$ cat src/rtl/point_light_radiance_defines.svh
// assertion macros for the point light radiance block
// used by point_light_radiance.sv; expects clk and rst in scope
`ifndef POINT_LIGHT_RADIANCE_DEFINES_SVH
`define POINT_LIGHT_RADIANCE_DEFINES_SVH

// same-cycle implication
`define PRL_CHECK(lbl, ante, cons, msg) \
  lbl: assert property (@(posedge clk) disable iff (rst) (ante) |-> (cons)) else $error(msg);

// next-cycle implication
`define PRL_CHECK_NEXT(lbl, ante, cons, msg) \
  lbl: assert property (@(posedge clk) disable iff (rst) (ante) |=> (cons)) else $error(msg);

`endif

$ cat src/rtl/prl_pkg.sv
// shared types and constants for the point light radiance block
// no dependencies
`timescale 1ns / 1ps

package prl_pkg;

  localparam int COORD_W   = 32;
  localparam int DIFF_W    = 33;
  localparam int MAG_W     = 33;
  localparam int SQ_W      = 66;
  localparam int DIST_W    = 33;
  localparam int SQ_REM_W  = 35;
  localparam int DIR_W     = 16;
  localparam int COL_W     = 16;
  localparam int Q_BITS    = 16;
  localparam int DIR_SH    = 15;
  localparam int DIR_NUM_W = 49;
  localparam int DIR_DEN_W = 34;
  localparam int SQRT_CELLS = 33;
  localparam int DIV_CELLS  = 16;
  localparam int CFG_IDX_W  = 3;
  localparam int CFG_DATA_W = 32;
  localparam logic [DIR_W-1:0] DIR_ONE = 16'd16384;

  typedef enum logic [CFG_IDX_W-1:0] {
    REG_POS_X = 3'd0,
    REG_POS_Y = 3'd1,
    REG_POS_Z = 3'd2,
    REG_RED   = 3'd3,
    REG_GREEN = 3'd4,
    REG_BLUE  = 3'd5
  } cfg_reg_t;

  // item payload while the square root runs
  typedef struct packed {
    logic [2:0]            neg;
    logic [2:0][MAG_W-1:0] mag;
    logic [SQ_W-1:0]       sumsq;
  } sq_pay_t;

  // item payload while the divisions run
  typedef struct packed {
    logic [2:0]        neg;
    logic [DIST_W-1:0] root;
    logic              at_light;
  } dv_pay_t;

endpackage

$ cat src/rtl/prl_sqrt_cell.sv
// one digit step of the integer square root, registered
// depends on prl_pkg
`timescale 1ns / 1ps

module prl_sqrt_cell (
  input  logic                          clk,
  input  logic                          en,
  input  logic [prl_pkg::SQ_REM_W-1:0]  rem_in,
  input  logic [prl_pkg::DIST_W-1:0]    root_in,
  input  logic [1:0]                    pair_in,
  output logic [prl_pkg::SQ_REM_W-1:0]  rem_out,
  output logic [prl_pkg::DIST_W-1:0]    root_out
);

  localparam int SW = prl_pkg::SQ_REM_W + 2;

  logic [SW-1:0] rem_sh;
  logic [SW-1:0] trial;
  logic          ge;

  always_comb begin
    rem_sh = {rem_in, pair_in};
    trial  = {2'b00, root_in, 2'b01};
    ge     = rem_sh >= trial;
  end

  always_ff @(posedge clk) begin
    if (en) begin
      rem_out  <= ge ? prl_pkg::SQ_REM_W'(rem_sh - trial) : prl_pkg::SQ_REM_W'(rem_sh);
      root_out <= {root_in[prl_pkg::DIST_W-2:0], ge};
    end
  end

endmodule

$ cat config.mk
export PLATFORM = sky130hd
export DESIGN_NAME = prl_sqrt_cell
export DESIGN_NICKNAME = d
export VERILOG_FILES = /design/src/rtl/point_light_radiance_defines.svh /design/src/rtl/prl_pkg.sv /design/src/rtl/prl_sqrt_cell.sv
export SDC_FILE = /design/constraint.sdc
export NUM_CORES = 1
export LEC_CHECK = 0
export BUFFER_PORTS_ARGS = -buffer_cell sky130_fd_sc_hd__buf_2
export CORE_MARGIN = 4
export CORE_UTILIZATION = 40
export CTS_CLUSTER_SIZE = 8
export DETAILED_ROUTE_END_ITERATION = 10
export SETUP_SLACK_MARGIN = 0.5
export SLEW_MARGIN = 30
export SYNTH_ARGS = -nofsm -noshare
export SYNTH_HDL_FRONTEND = slang
export SYNTH_SLANG_ARGS = --single-unit
$ cat constraint.sdc
create_clock -name clk -period 3.4 [get_ports clk]
set_input_delay 0.34 -clock clk [delete_from_list [all_inputs] [get_ports clk]]
set_output_delay 0.34 -clock clk [all_outputs]
set_load 0.05 [all_outputs]
==> flow_summary.yaml <==
run_status:
  status: "completed"
clock_tree:
  clk_path_buf_depth: 2
  clock_sink_count: 68
  cts_made_buffers: 9
  postCtsSetupBuffers: 0
  cts_tree: "done"
  root_buffer: "clkbuf_16"
  htree_levels: 3
  clk_transition_reported_paths_ps: 60
logic_synthesis:
  synth_top_area_frac: 0.436
  syn_area_sq_um: 4690
  synth_top_area_cell: "edfxtp_1"
  synth_ff_type: "edfxtp_1"
  synthCells: 421
  yosysMostFrequentCell: "edfxtp_1"
  syn_area_per_cell_sq_um: 11.1
  synth_edf_count: 68
  post_synth_main_area_contributors: "edfxtp_1 44%, ha_1 9.3%, mux2_4 8.0%"
  yosys_warnings: 0
  synthDistinctLibCells: 55
  ys_ff_latch: 68
  ys_top_cells_by_count: "68 x edfxtp_1, 41 x inv_1, 35 x ha_1"
  synth_nets: 528
  seq_area_frac_synth: 0.436
  async_reset_ff_frac: 0
die:
  std_cell_rows: 39
  die_x_um: 116
  start_util: 0.410
  dieHeight_um: 116
  die_area_sq_um: 13500
  core_region_area_sq_um: 11400
  pin_count: 140
timing:
  setup_total_negative_slack_ps: 0
  fmax_mhz: 355
  finalSetupViolCount: 0
  hold_viol: 0
  worstMarginPinSlew_ps: 862
  timing.final.crit_share: 0.828
  relSlewSlack: 0.425
  slew_viol_final: 0
  rsz0062_at_grt: "no"
  period_needed_ps: 2810
min_path:
  hp-class: "in2reg"
finish:
  fin_util: 0.524
  drive_gt1_frac: 0.373
  antenna_cells: 0
  area_growth_pct: 27.7
  fin_area_sq_um: 5980
  final_nets: 675
worst_setup_path:
  worstPathMaxFanout: 5
  endpoint_kind: "register"
  arrival_ps: 2900
  cp.required_ps: 3490
  worstSetupPathType: "in2reg"
  cp-start-kind: "input pin"
route:
  drt-wirelength-per-cell_um: 16.2
  drt_iter0_markers: 168
  vias: 3747
  drt_wl_total_um: 11600
  ant_nets: 0
  viasPerCell: 5.23
  drc: 0
  drt_pass1_iterations: 4
power:
  powerDensity_nw_per_um2: 569
  ir_drop_uv: 301
  leakagePower_nw: 2.84
  power.total_w: 0.00341
placement:
  io_buffers: 139
  gp_congestion: 0.868
  placed_cell_area_sq_um: 5570
  hpwl_um: 9090
grt:
  antenna_found_initial: 0
  grt_max_degree: 69
  grt_pass1_vias: 3656
  grt_pass1_wl_um: 18100
  grt_use_total: 0.171
  grt_overflow_total: 0
run:
  drv_cap: 0
-- critical path: stages --
cell and delay [ps]:
buf_2 90, inv_1 40, ha_1 330, o21a_1 180
o211ai_2 130, a31o_2 260, a31o_1 260, o31a_1 380
o311ai_1 400, buf_4 180, xor2_1 50, mux2_4 250
-- cells by family (layout without fill, tap and decap cells) --
| group | count (synthesis) | in the layout | share of synthesized area |
|---|---|---|---|
| AOI/OAI and AO/OA | 107 | 107 | 0.160 |
| adders and majority gates | 35 | 35 | 0.0935 |
| and+or+nand+nor | 87 | 87 | 0.0905 |
| buffers and inverters | 57 | 209 | 0.0579 |
| muxes | 34 | 34 | 0.101 |
| DFF | 68 | 68 | 0.436 |
| xor gates and xnor gates | 33 | 33 | 0.0617 |
-- worst paths after layout --
path                  cells after the start  slack (ps)  startpoint     endpoint
worst max-delay path                     12         590  root_in[0]  rem_out[27]
worst min-delay path                      1         190  root_in[3]  root_out[4]
-- sequential cells by signal, indices dropped and copies added, names as in the netlist --
signal    flops
rem_out      35
root_out     33
-- final cells by class --
class                      instances  area (sq um)
inverter                          41           154
clock buffer                       9           225
tap                              143           179
clock inverter                     7           139
sequential                        68          2040
fill                            1044          5440
timing repair buffer             152           825
multi-input combinational        296          2420
-- timing repair --
action / CTS / global route
endpoints found under the setup margin: 5 / 30
resized for setup: 0 / 7
pin swaps: 1 / 2
hold buffers: 0 / 0
cloned: 0 / 0
-- placed cells by master, fill, tap and decap left out, types with 4 or more instances in the layout --
cell       instances
a21o_1            26
nand3_1            9
nor2b_1            4
nand2_1           25
edfxtp_1          68
nand4_1            8
xnor2_1           19
ha_1              35
a21oi_1           30
inv_1             41
clkbuf_16          9
and3_1             4
xor2_1            14
buf_2            138
mux2_4            25
bufinv_16          4
o21ai_0           12
nor2_1            22
mux2_2             6
buf_4             11
-- power by group --
| part | total (W) | switching (W) | internal (W) | leakage, nW |
|---|---|---|---|---|
| registers | 0.00109 | 0.0000251 | 0.00106 | 0.666 |
| logic | 0.00117 | 0.000749 | 0.000417 | 1.99 |
| clock network | 0.00115 | 0.000364 | 0.000789 | 0.179 |
| total | 0.00341 | 0.00114 | 0.00227 | 2.84 |
-- metrics by stage --
| stage | cells | hold slack (ps) | worst slack (ps) |
|---|---|---|---|
| detailed placement | 700 | 532 | 122 |
| global route | 716 | 177 | 513 |
| global placement | 700 | 531 | 197 |
| floorplan | 421 | 439 | 510 |
| finish | 716 | 191 | 586 |
| CTS | 716 | 182 | 511 |
-- layer usage --
metal	part of all wire	routed length (um)	GRT usage	vias up
met5	0	0	0	-
met2	0.46	5300	0.265	122
met4	0.013	145	0.0456	0
met3	0.065	757	0.0446	12
met1	0.46	5380	0.238	1759
li1	-	-	-	1854
Note: power is estimated with default switching activity, not from simulation.
